### src/rtl/core/ptt_pkg.sv
// shared types and constants of the timer table
`default_nettype none
package ptt_pkg;

    localparam logic [1:0] OP_CREATE = 2'd0;
    localparam logic [1:0] OP_KILL   = 2'd1;
    localparam logic [1:0] OP_TICK   = 2'd2;
    localparam logic [1:0] OP_UNUSED = 2'd3;

    localparam logic [1:0] RK_CREATE = 2'd0;
    localparam logic [1:0] RK_KILL   = 2'd1;
    localparam logic [1:0] RK_FIRE   = 2'd2;

    localparam logic [1:0] ST_OK      = 2'd0;
    localparam logic [1:0] ST_INVALID = 2'd1;
    localparam logic [1:0] ST_FULL    = 2'd2;

    localparam logic [1:0] FK_CALLBACK = 2'd0;
    localparam logic [1:0] FK_UNUSED   = 2'd3;

    typedef struct packed {
        logic [1:0]  opcode;
        logic [31:0] now_time;
        logic [31:0] delay_ticks;
        logic [1:0]  fire_kind;
        logic        periodic;
        logic [31:0] callback_ref;
        logic [31:0] user_word;
        logic [31:0] target_id;
    } req_t;

    typedef struct packed {
        logic [1:0]  reply_kind;
        logic [31:0] timer_id;
        logic [1:0]  status;
        logic [1:0]  fired_kind;
        logic [31:0] fired_ref;
        logic [31:0] fired_user;
        logic        last;
    } rsp_t;

    typedef struct packed {
        logic [31:0] id;
        logic [31:0] delay;
        logic [31:0] prev_time;
        logic [31:0] overshoot;
        logic [31:0] ref_word;
        logic [31:0] user;
        logic [1:0]  kind;
        logic        periodic;
    } slot_t;

    // id = 11 * counter, as shifts and adds
    function automatic logic [31:0] id_of(input logic [31:0] cnt);
        id_of = (cnt << 3) + (cnt << 1) + cnt;
    endfunction

endpackage
`default_nettype wire

### src/rtl/core/ptt_ram.sv
// generic single-write, single-read ram with registered read
`default_nettype none
module ptt_ram #(
    parameter int WIDTH = 8,
    parameter int DEPTH = 16
) (
    input  wire logic                     clk,
    input  wire logic                     we,
    input  wire logic [$clog2(DEPTH)-1:0] waddr,
    input  wire logic [WIDTH-1:0]         wdata,
    input  wire logic [$clog2(DEPTH)-1:0] raddr,
    output logic      [WIDTH-1:0]         rdata
);
    logic [WIDTH-1:0] mem [DEPTH];

    always_ff @(posedge clk)
    begin
        if (we)
        begin
            mem[waddr] <= wdata;
        end
        rdata <= mem[raddr];
    end
endmodule
`default_nettype wire

### src/rtl/core/ptt_front.sv
// front end: accepts transactions, cleans them up and queues them
`default_nettype none
module ptt_front (
    input  wire logic         clk,
    input  wire logic         rst_n,
    input  wire logic         req_valid,
    output logic              req_ready,
    input  wire ptt_pkg::req_t req,
    output logic              cmd_valid,
    output ptt_pkg::req_t     cmd,
    input  wire logic         cmd_pop
);
    import ptt_pkg::*;

    req_t       q_reg [2];
    logic       wr_ptr_reg, rd_ptr_reg;
    logic [1:0] cnt_reg;
    logic       push;
    req_t       clean;

    assign req_ready = (cnt_reg != 2'd2);
    // unused opcode is taken and dropped
    assign push = req_valid && req_ready && (req.opcode != OP_UNUSED);

    always_comb
    begin
        clean = req;
        if (req.fire_kind == FK_UNUSED)
        begin
            clean.fire_kind = FK_CALLBACK;
        end
    end

    assign cmd_valid = (cnt_reg != 2'd0);
    assign cmd       = q_reg[rd_ptr_reg];

    always_ff @(posedge clk)
    begin
        if (push)
        begin
            q_reg[wr_ptr_reg] <= clean;
        end
    end

    always_ff @(posedge clk or negedge rst_n)
    begin
        if (!rst_n)
        begin
            wr_ptr_reg <= 1'b0;
            rd_ptr_reg <= 1'b0;
            cnt_reg    <= 2'd0;
        end
        else
        begin
            if (push)
            begin
                wr_ptr_reg <= ~wr_ptr_reg;
            end
            if (cmd_pop)
            begin
                rd_ptr_reg <= ~rd_ptr_reg;
            end
            cnt_reg <= cnt_reg + {1'b0, push} - {1'b0, cmd_pop};
        end
    end
endmodule
`default_nettype wire

### src/rtl/core/ptt_back.sv
// back end: timer table, create/kill/tick sequencer and result register
`default_nettype none
module ptt_back #(
    parameter int SLOTS = 16
) (
    input  wire logic          clk,
    input  wire logic          rst_n,
    input  wire logic          mode,
    input  wire logic          cmd_valid,
    input  wire ptt_pkg::req_t cmd,
    output logic               cmd_pop,
    output logic               rsp_valid,
    input  wire logic          rsp_ready,
    output ptt_pkg::rsp_t      rsp
);
    import ptt_pkg::*;

    localparam int IW = $clog2(SLOTS);
    localparam int CW = $clog2(SLOTS + 1);

    typedef enum logic [3:0] {
        S_IDLE  = 4'b0001,
        S_RD    = 4'b0010,
        S_EV    = 4'b0100,
        S_FLUSH = 4'b1000
    } state_t;

    state_t           state_reg, state_next;
    logic [IW-1:0]    idx_reg, idx_next;
    logic [CW-1:0]    j_reg, j_next;
    logic [CW-1:0]    fill_reg, fill_next;
    req_t             cmd_reg, cmd_next;
    logic [31:0]      id_cnt_reg, id_cnt_next;
    rsp_t             pend_reg, pend_next;
    logic             pend_valid_reg, pend_valid_next;
    rsp_t             out_reg, out_next;
    logic             out_valid_reg, out_valid_next;
    logic [SLOTS-1:0] killed_reg, killed_next;

    logic             we;
    logic [IW-1:0]    waddr;
    slot_t            wdata, rd_slot;
    logic             out_free, at_end, fire, stall;
    logic [31:0]      elapsed, need;

    ptt_ram #(.WIDTH($bits(slot_t)), .DEPTH(SLOTS)) u_ram (
        .clk   (clk),
        .we    (we),
        .waddr (waddr),
        .wdata (wdata),
        .raddr (idx_reg),
        .rdata (rd_slot)
    );

    assign rsp_valid = out_valid_reg;
    assign rsp       = out_reg;
    assign out_free  = !out_valid_reg || rsp_ready;
    assign at_end    = ((CW'(idx_reg) + CW'(1)) == fill_reg);

    assign elapsed = cmd_reg.now_time - rd_slot.prev_time;
    assign need    = rd_slot.delay - rd_slot.overshoot;
    assign fire    = ($signed(elapsed) >= $signed(need));
    // a second fire cannot be held until the older one moves out
    assign stall   = fire && pend_valid_reg && !out_free;

    always_comb
    begin
        state_next      = state_reg;
        idx_next        = idx_reg;
        j_next          = j_reg;
        fill_next       = fill_reg;
        cmd_next        = cmd_reg;
        id_cnt_next     = id_cnt_reg;
        pend_next       = pend_reg;
        pend_valid_next = pend_valid_reg;
        out_next        = out_reg;
        out_valid_next  = out_valid_reg && !rsp_ready;
        killed_next     = killed_reg;
        cmd_pop         = 1'b0;
        we              = 1'b0;
        waddr           = j_reg[IW-1:0];
        wdata           = rd_slot;

        case (state_reg)
            S_IDLE:
            begin
                if (cmd_valid)
                begin
                    cmd_pop   = 1'b1;
                    cmd_next  = cmd;
                    idx_next  = '0;
                    j_next    = '0;
                    pend_next = '{reply_kind: RK_CREATE, timer_id: 32'd0, status: ST_OK,
                                  fired_kind: FK_CALLBACK, fired_ref: 32'd0,
                                  fired_user: 32'd0, last: 1'b1};
                    case (cmd.opcode)
                        OP_CREATE:
                        begin
                            pend_valid_next = 1'b1;
                            state_next      = S_FLUSH;
                            if (!mode)
                            begin
                                id_cnt_next        = id_cnt_reg + 32'd1;
                                pend_next.timer_id = id_of(id_cnt_reg + 32'd1);
                            end
                            else if (fill_reg == CW'(SLOTS))
                            begin
                                pend_next.status = ST_FULL;
                            end
                            else
                            begin
                                id_cnt_next        = id_cnt_reg + 32'd1;
                                pend_next.timer_id = id_of(id_cnt_reg + 32'd1);
                                we                 = 1'b1;
                                waddr              = fill_reg[IW-1:0];
                                wdata = '{id: id_of(id_cnt_reg + 32'd1),
                                          delay: cmd.delay_ticks,
                                          prev_time: cmd.now_time, overshoot: 32'd0,
                                          ref_word: cmd.callback_ref, user: cmd.user_word,
                                          kind: cmd.fire_kind, periodic: cmd.periodic};
                                killed_next[fill_reg[IW-1:0]] = 1'b0;
                                fill_next = fill_reg + CW'(1);
                            end
                        end
                        OP_KILL:
                        begin
                            pend_next.reply_kind = RK_KILL;
                            pend_next.timer_id   = cmd.target_id;
                            if (fill_reg == '0)
                            begin
                                pend_next.status = mode ? ST_INVALID : ST_OK;
                                pend_valid_next  = 1'b1;
                                state_next       = S_FLUSH;
                            end
                            else
                            begin
                                state_next = S_RD;
                            end
                        end
                        OP_TICK:
                        begin
                            if (fill_reg != '0)
                            begin
                                state_next = S_RD;
                            end
                        end
                        default:
                        begin
                            state_next = S_IDLE;
                        end
                    endcase
                end
            end

            S_RD:
            begin
                state_next = S_EV;
            end

            S_EV:
            begin
                if (cmd_reg.opcode == OP_KILL)
                begin
                    if (rd_slot.id == cmd_reg.target_id)
                    begin
                        killed_next[idx_reg] = 1'b1;
                        pend_next.status     = ST_OK;
                        pend_valid_next      = 1'b1;
                        state_next           = S_FLUSH;
                    end
                    else if (at_end)
                    begin
                        pend_next.status = mode ? ST_INVALID : ST_OK;
                        pend_valid_next  = 1'b1;
                        state_next       = S_FLUSH;
                    end
                    else
                    begin
                        idx_next   = idx_reg + IW'(1);
                        state_next = S_RD;
                    end
                end
                else if (!stall)
                begin
                    // live entries are packed down to position j
                    if (!killed_reg[idx_reg])
                    begin
                        we = 1'b1;
                        if (fire)
                        begin
                            wdata.overshoot = rd_slot.overshoot + elapsed - rd_slot.delay;
                            wdata.prev_time = cmd_reg.now_time;
                            if (pend_valid_reg)
                            begin
                                out_next       = pend_reg;
                                out_next.last  = 1'b0;
                                out_valid_next = 1'b1;
                            end
                            pend_valid_next = 1'b1;
                            pend_next = '{reply_kind: RK_FIRE, timer_id: rd_slot.id,
                                          status: ST_OK, fired_kind: rd_slot.kind,
                                          fired_ref: rd_slot.ref_word,
                                          fired_user: rd_slot.user, last: 1'b1};
                        end
                        killed_next[j_reg[IW-1:0]] = fire && !rd_slot.periodic;
                        j_next = j_reg + CW'(1);
                    end
                    if (at_end)
                    begin
                        fill_next  = killed_reg[idx_reg] ? j_reg : j_reg + CW'(1);
                        state_next = S_FLUSH;
                    end
                    else
                    begin
                        idx_next   = idx_reg + IW'(1);
                        state_next = S_RD;
                    end
                end
            end

            S_FLUSH:
            begin
                if (!pend_valid_reg)
                begin
                    state_next = S_IDLE;
                end
                else if (out_free)
                begin
                    out_next        = pend_reg;
                    out_valid_next  = 1'b1;
                    pend_valid_next = 1'b0;
                    state_next      = S_IDLE;
                end
            end

            default:
            begin
                state_next = S_IDLE;
            end
        endcase
    end

    always_ff @(posedge clk)
    begin
        cmd_reg  <= cmd_next;
        pend_reg <= pend_next;
        out_reg  <= out_next;
    end

    always_ff @(posedge clk or negedge rst_n)
    begin
        if (!rst_n)
        begin
            state_reg      <= S_IDLE;
            idx_reg        <= '0;
            j_reg          <= '0;
            fill_reg       <= '0;
            id_cnt_reg     <= 32'd1;
            pend_valid_reg <= 1'b0;
            out_valid_reg  <= 1'b0;
            killed_reg     <= '0;
        end
        else
        begin
            state_reg      <= state_next;
            idx_reg        <= idx_next;
            j_reg          <= j_next;
            fill_reg       <= fill_next;
            id_cnt_reg     <= id_cnt_next;
            pend_valid_reg <= pend_valid_next;
            out_valid_reg  <= out_valid_next;
            killed_reg     <= killed_next;
        end
    end
endmodule
`default_nettype wire

### src/rtl/core/periodic_timer_table_drift_corrected.sv
// Table of up to SLOTS software timers with drift-corrected periodic firing.
// Request channel req_valid/req_ready/req carries create, kill and tick
// transactions; response channel rsp_valid/rsp_ready/rsp returns one reply
// for create and kill and one fire per expiring timer for tick, the last
// result of a transaction flagged by rsp.last. A tick that fires nothing
// and an unused opcode give no result.
// Requests enter a two-entry queue, so up to two wait while the back end
// works. A create reply is held pending, then moved to the output register.
// Kill and tick walk the table one entry at a time (table ram read, then
// evaluate and write back); a tick visits every stored timer, marked ones
// included, and a kill stops at the matching entry.
// A stalled receiver holds one result in the output register and one
// more fire pending; the walk then waits until the output drains.
// Reset empties the table, sets the id counter to one and the mode to
// emulate; no clearing pass is needed. cfg_we/cfg_wdata write the mode
// (0 suppress, 1 emulate) while the block is idle.
`default_nettype none
module periodic_timer_table_drift_corrected #(
    parameter int SLOTS = 16
) (
    input  wire logic          clk,
    input  wire logic          rst_n,
    input  wire logic          req_valid,
    output logic               req_ready,
    input  wire ptt_pkg::req_t req,
    output logic               rsp_valid,
    input  wire logic          rsp_ready,
    output ptt_pkg::rsp_t      rsp,
    input  wire logic          cfg_we,
    input  wire logic          cfg_wdata
);
    import ptt_pkg::*;

    logic mode_reg;
    logic cmd_valid, cmd_pop;
    req_t cmd;

    always_ff @(posedge clk or negedge rst_n)
    begin
        if (!rst_n)
        begin
            mode_reg <= 1'b1;
        end
        else if (cfg_we)
        begin
            mode_reg <= cfg_wdata;
        end
    end

    ptt_front u_front (
        .clk       (clk),
        .rst_n     (rst_n),
        .req_valid (req_valid),
        .req_ready (req_ready),
        .req       (req),
        .cmd_valid (cmd_valid),
        .cmd       (cmd),
        .cmd_pop   (cmd_pop)
    );

    ptt_back #(.SLOTS(SLOTS)) u_back (
        .clk       (clk),
        .rst_n     (rst_n),
        .mode      (mode_reg),
        .cmd_valid (cmd_valid),
        .cmd       (cmd),
        .cmd_pop   (cmd_pop),
        .rsp_valid (rsp_valid),
        .rsp_ready (rsp_ready),
        .rsp       (rsp)
    );
endmodule
`default_nettype wire

### config.mk
export PLATFORM = sky130hd
export DESIGN_NAME = periodic_timer_table_drift_corrected
export DESIGN_NICKNAME = d
export VERILOG_FILES = /design/src/rtl/core/ptt_pkg.sv /design/src/rtl/core/ptt_ram.sv /design/src/rtl/core/ptt_front.sv /design/src/rtl/core/ptt_back.sv /design/src/rtl/core/periodic_timer_table_drift_corrected.sv
export SDC_FILE = /design/constraint.sdc
export NUM_CORES = 2
export LEC_CHECK = 0
export ABC_AREA = 1
export BUFFER_PORTS_ARGS = -buffer_cell sky130_fd_sc_hd__buf_4
export CAP_MARGIN = 30
export CORE_ASPECT_RATIO = 0.75
export CORE_MARGIN = 3
export CORE_UTILIZATION = 44
export CTS_CLUSTER_DIAMETER = 50
export DETAILED_ROUTE_END_ITERATION = 10
export SYNTH_ARGS = -nofsm -noshare
export SYNTH_HDL_FRONTEND = slang
export SYNTH_SLANG_ARGS = --single-unit
### constraint.sdc
create_clock -name clk -period 15.88 [get_ports clk]
set_input_delay 1.588 -clock clk [delete_from_list [all_inputs] [get_ports clk]]
set_output_delay 1.588 -clock clk [all_outputs]
set_load 0.02 [all_outputs]
[Word-level counts from Yosys, hierarchy flattened]
Memory sizes are Yosys's and may differ from the RTL's. A register that Yosys moved wholly into a read port is not among the register bits.
Cells that the tools add are included.
Word-level totals
  output and inout bits: 105
  latch bits: 0
  memory bits (writable): 3450
  memories kept: 2
  bits in read-only memories: 0
  register bits after elaboration: 345
  input port bits: 171
Memories
  u_back.u_ram.mem: words 16, bits a word 195, rd ports 1, clocked after Yosys merged registers in 1, wr ports 1, RTL line ptt_ram.sv:14  | logic [WIDTH-1:0] mem [DEPTH];
  u_front.q_reg: words 2, bits a word 165, rd ports 1, clocked after Yosys merged registers in 0, wr ports 1, RTL line ptt_front.sv:15  | req_t q_reg [2];
Cells by class
  eq/ne operators: 36
  magnitude comparators: 7
  multiplexer cells: 127
  shift operators: 0
  bitwise operators: 5
  $add $sub $neg: 13
  multipliers: 0
  reductions and logical operators: 32
  divide/modulo/power cells: 0
Operators with widths (count)
  103-bit 2-to-1 mux: 11
  195-bit 2-to-1 mux: 4
  103-bit case mux with 2 select lines: 2
  64-bit 2-to-1 mux: 5
  67-bit 2-to-1 mux: 2
  16-bit 2-to-1 mux: 8
  32-bit 2-to-1 mux: 4
  64-bit case mux with 2 select lines: 1
  32-bit adder: 3
  32-bit subtractor: 3
  4-bit 2-to-1 mux: 19
  34-bit case mux with 2 select lines: 1
  5-bit 2-to-1 mux: 11
  1-bit 2-to-1 mux: 36
  34-bit 2-to-1 mux: 1
  32-bit by 1-bit adder with 32-bit output (second input constant): 1
  32-bit equality test: 1
  32-bit greater-or-equal comparator: 1
  16-bit case mux with 2 select lines: 1
  8-bit AND reduction: 4
  2-bit inequality test (second input constant): 10
  5-bit case mux with 2 select lines: 2
  16-bit bitwise AND: 1
  16-bit bitwise mux: 1
  other kinds (42): 87

[Depth between registers and ports, before layout]
  depth after elaboration: 11
  mapped depth: 33
  mapped depth without buffers: 32

[Modules after synthesis]
A second synthesis with hierarchy kept.
Unflattened totals
  cells, all modules: 15939
  area, all modules: 172307.8 sq um
By module, submodules not included
  ptt_ram: sequential area each 97593.6 sq um, area each 133013.8 sq um, instances 1, cells each 11834
  ptt_back: sequential area each 9841.9 sq um, area each 27068.5 sq um, instances 1, cells each 3553
  ptt_front: sequential area each 10009.6 sq um, area each 12184.2 sq um, instances 1, cells each 547
  periodic_timer_table_drift_corrected: sequential area each 26.3 sq um, area each 41.3 sq um, instances 1, cells each 5

[Worst setup path after synthesis]
Ideal clock, no wire load.
  kind: register to register
  start: register u_back.state_reg[0]
  end: memory u_back.u_ram.mem[1][0] (netlist name) (enable)
  path buffers: 1
  path slack: 2078 ps
  data required time: 15126 ps
  arrival time: 13048 ps
  library setup time: 754 ps
  cell stages (with the launch flop): 12
  clock period less this slack: 13802 ps
  cells stage by stage: dfstp_2 inv_1 nor3_4 inv_2 nor2_1 nand2_2 clkbuf_1 nand2_1 o21ai_0 inv_1 nand2_1 nor2_1
Between the ends
  word-level cells in the longest chain between the ends: 4
  elaborated cells between the ends (all ways): 6
RTL lines
  from (decl): RTL line ptt_back.sv:28  | state_t state_reg, state_next;
  from (signal assigned): RTL line ptt_back.sv:265  | state_reg <= state_next;
  4-bit by 3-bit equality test with 1-bit output / 4-bit by 1-bit equality test with 1-bit output (equally long branches): RTL line ptt_back.sv:84  | case (state_reg)
  1-bit case mux with 2 select lines: RTL line ptt_back.sv:84
  1-bit 2-to-1 mux: RTL line ptt_ram.sv:18  | if (we)
  1-bit 2-to-1 mux (not written as such): RTL line ptt_ram.sv:20  | mem[waddr] <= wdata;
  to (decl): RTL line ptt_ram.sv:14
Several ways; a longest one is shown, not always the timed one.

[Worst setup path after layout]
  start: register u_back.cmd_reg[131] (netlist name)
  end: memory u_back.u_ram.mem[10][5] (netlist name) (enable)
Between the ends
  word-level cells in the longest chain between the ends: 9
RTL lines
  from (decl): RTL line ptt_back.sv:32  | req_t cmd_reg, cmd_next;
  from (signal assigned): RTL line ptt_back.sv:245  | cmd_reg <= cmd_next;
  32-bit subtractor: RTL line ptt_back.sv:60  | assign elapsed = cmd_reg.now_time - rd_slot.prev_time;
  32-bit greater-or-equal comparator: RTL line ptt_back.sv:62  | assign fire = ($signed(elapsed) >= $signed(need));
  1-bit logical AND (2 in series): RTL line ptt_back.sv:64  | assign stall = fire && pend_valid_reg && !out_free;
  1-bit 2-to-1 mux: RTL line ptt_back.sv:183  | else if (!stall)
  1-bit 2-to-1 mux: RTL line ptt_back.sv:162  | if (cmd_reg.opcode == OP_KILL)
  1-bit case mux with 2 select lines: RTL line ptt_back.sv:84
  1-bit 2-to-1 mux: RTL line ptt_ram.sv:18
  1-bit 2-to-1 mux (not written as such): RTL line ptt_ram.sv:20
No other way between the ends.

==> impl_metrics.csv <==
group,metric,value,unit
placement,place_ws,8.117,ns
route,num_vias,105622,
yosys,synthArstFlopShare,1.830,%
cts,numCtsBuffers,408,
critical_path,crit_slowest_cell,"buf_4",
critical_path,slowest_delay,0.87,ns
cts,clock-sinks,3989,
yosys,syn-cell-area,162000,um^2
route,wl_per_cell,24.23,um
power,p_per_area,182.4,nW/um^2
timing,rsz0062_at_grt,"no",
power,combPwrFrac,30.5,%
cts,clockBufferDepth,4,
power,swShare,35.55,%
cts,post_cts_resize_count,0,
cts,cts_tree,"done",
timing,hold_violations,0,
route,dr.pass1.iters,6,
global_route,gr-total-overflow,0,
timing,finalCriticalPeriod,7.808,ns
min_path,hp-class,"flip-flop to flip-flop",
global_route,first_global_vias,99904,
placement,routabilityCongestion,0.9047,
critical_path,critPathKind,"flip-flop to flip-flop",
floorplan,fp.coreArea,365600,um^2
power,seqPwrFrac,40.6,%
global_route,track_usage,23.48,%
timing,fin_ws,8.072,ns
critical_path,worst_ep_arrival_time,8.39,ns
timing,max_freq,128.1,MHz
yosys,synthFlopType,"edfxtp_1",
yosys,syn_avg_cell_area,12.16,um^2
floorplan,dieArea,375500,um^2
critical_path,crit_fanout,109,
yosys,ys_seq_area_share,72.52,%
floorplan,pin_count,276,
critical_path,endpoint_kind,"flip-flop",
cts,htree_levels,5,
critical_path,r2r_setup_slack,8.07,ns
power,clkPwrFrac,28.9,%
cts,clk_pin_slew,0.06,ns
yosys,synth_edf_count,3721,
placement,port-buffer-count,275,
status,status,"complete, no violations",
cts,post_cts_buffers,0,
timing,setup_violations,0,
power,p_leak,64.58,nW
finish,area_growth,13.33,%
finish,layout-drive-gt1-share,9.190,%
critical_path,path_delay_family,"buffers and inverters",
critical_path,required,16.46,ns
placement,dp_hpwl,251900,um
finish,fin_nets,13956,
finish,fillers,31665,
run,drv_cap,0,
floorplan,initial_core_util,44.30,%
critical_path,reg2reg_depth,32,
global_route,grt_max_degree,233,
yosys,syn_inst,13320,
yosys,ys_warn_count,0,
global_route,grt_antenna_before_repair,29,
cts,clk_latency,1.00,ns
timing,fin_crit_sh,49.17,%
timing,finClkSkew,0.06244,ns
route,totalWireLength,454600,um
finish,largest_reg_flops,3120,
yosys,ys_types,57,
cts,clockRootBuffer,"clkbuf_16",
yosys,postSynthRegisterBits,3989,
min_path,whs_path_depth,0,
power,irDropWorstVdd,0.0002897,V
route,vias_per_cell,5.630,
power,power.internal,21.58,mW
timing,finalMaxSlewViolations,0,
yosys,synth_nets,13725,
timing,slew_headroom,16.63,%
global_route,grt_pass1_wl,670500,um
critical_path,path_depth,32,
route,ant_nets,0,
floorplan,die_w,706.6,um
floorplan,die_h,531.5,um
critical_path,critPathLaunchType,"flip-flop",
floorplan,rows,192,
cts,cts_hold_buf,0,
power,p_sw,11.91,mW
timing,tns,0,ns
critical_path,crit_buf_inv,7,
critical_path,crit_top_cell,"nand2_1",
route,drc,0,
timing,tightest_slew,1.250,ns
route,drt_iter0_drc,12267,
-- power groups by stage --
stage / Combinational, mW / Clock, mW / Sequential [mW]
floorplan: 6.28 / 0 / 13.8
global placement: 9.99 / 0 / 13.8
detailed placement: 10.0 / 0 / 13.8
CTS: 10.1 / 9.82 / 13.6
global route: 11.2 / 10.2 / 13.7
finish: 10.2 / 9.68 / 13.6
-- cell usage after synthesis (8+ instances only) --
| cell type | count | area share [%] |
|---|---|---|
| o21bai_1 | 14 | 0.065 |
| nand3_1 | 213 | 0.66 |
| dfrtp_1 | 70 | 1.1 |
| inv_2 | 8 | 0.019 |
| o22ai_1 | 780 | 3.0 |
| xnor2_1 | 72 | 0.39 |
| dfxtp_1 | 195 | 2.4 |
| a31oi_1 | 111 | 0.43 |
| buf_1 | 30 | 0.070 |
| ha_1 | 173 | 1.3 |
| a21o_1 | 14 | 0.065 |
| xor2_1 | 80 | 0.43 |
| clkbuf_1 | 660 | 1.5 |
| edfxtp_1 | 3721 | 69 |
| a21oi_1 | 182 | 0.56 |
| nand4_1 | 236 | 0.91 |
| inv_1 | 533 | 1.2 |
| o21ai_1 | 8 | 0.025 |
| nor2_1 | 2026 | 4.7 |
| fa_1 | 61 | 0.75 |
| o21a_1 | 11 | 0.051 |
| nand2_1 | 2136 | 4.9 |
| buf_2 | 55 | 0.17 |
| or2_2 | 22 | 0.085 |
| o21ai_0 | 1810 | 5.6 |
| nor3_1 | 26 | 0.080 |
-- stage by stage --
stage / instance area [um^2] / util (%) / hold slack (ns) / std cells / power (mW)
floorplan: 162000 / - / 0.4003 / 13320 / 20.11
global placement: 169600 / 46.38 / 0.4010 / 17944 / 23.81
detailed placement: 170000 / 46.49 / 0.4045 / 17987 / 23.81
CTS: 183500 / 50.18 / 0.4083 / 18752 / 33.47
global route: 183600 / 50.21 / 0.4227 / 18758 / 35.10
finish: 183600 / 50.21 / 0.4101 / 18762 / 33.48
-- cell type report --
cell class,instances,area (um^2),share of cell area (%)
flip-flops and latches,3989,117500,64.00
multi-input cells,8043,39830,21.69
clock buffers,509,10980,5.980
well taps,4850,6068,3.306
repair buffers,567,4607,2.510
clock inverters,256,2524,1.375
inverters,542,2077,1.131
diodes,6,15.01,0.008179
-- worst paths after layout --
check / from / endpoint
max: u_back.cmd_reg[131]$_DFFE_PP_ / u_back.u_ram.mem[10][5]$_DFFE_PP_
min: u_back.pend_reg[101]$_SDFFCE_PP0P_ / u_back.rsp[101]$_DFFE_PP_
max reg2reg: u_back.cmd_reg[131]$_DFFE_PP_ / u_back.u_ram.mem[10][5]$_DFFE_PP_
min reg2reg: u_back.pend_reg[101]$_SDFFCE_PP0P_ / u_back.rsp[101]$_DFFE_PP_
max in group asynchronous: rst_n / u_back.id_cnt_reg[7]$_DFFE_PN0P_
min in group asynchronous: rst_n / u_back.state_reg[1]$_DFFE_PN0P_
-- placed cells by master, fill, tap and decap left out, types with 11 or more instances in the layout --
cell type   instances
nor2_1           2001
clkinv_1           67
or2_2              22
nand4_1           236
clkbuf_8           24
clkbuf_1           70
dfrtp_1            67
inv_1             532
xnor2_1            72
a21oi_1           182
o21a_1             11
clkinv_4           13
ha_1              173
o21ai_0          1809
clkbuf_16         415
buf_4             542
a31oi_1           104
a21o_1             14
nor2_4             23
nand3_1           213
nor3_1             26
inv_8              13
fa_1               61
buf_12             20
inv_6              21
o22ai_1           780
o21bai_1           14
dfxtp_1           195
nand2_1          2136
edfxtp_1         3721
clkinv_2           78
xor2_1             80
clkinvlp_4         22
bufinv_16          35
-- logic make-up (layout without fill, tap and decap cells) --
| logic type | after synthesis | count (layout) | share of synthesized area (%) |
|---|---|---|---|
| adders and majority gates | 234 | 234 | 2.090 |
| buffers and inverters | 1288 | 1874 | 3.032 |
| DFF | 3989 | 3989 | 72.52 |
| and+or+nand+nor | 4693 | 4693 | 11.56 |
| AOI/OAI and AO/OA | 2963 | 2963 | 9.966 |
| muxes | 1 | 1 | 0.006180 |
| xor gates and xnor gates | 152 | 152 | 0.8219 |
| other | 0 | 6 | 0 |
-- routing by layer --
| layer | global-route usage, % | vias up | routed length, um |
|---|---|---|---|
| met2 | 36.08 | 4090 | 202500 |
| met5 | 0 | - | 43 |
| li1 | - | 48323 | - |
| met3 | 3.489 | 619 | 35380 |
| met4 | 5.954 | 6 | 12010 |
| met1 | 35.12 | 52584 | 204700 |
(Power assumes the default switching activity.)
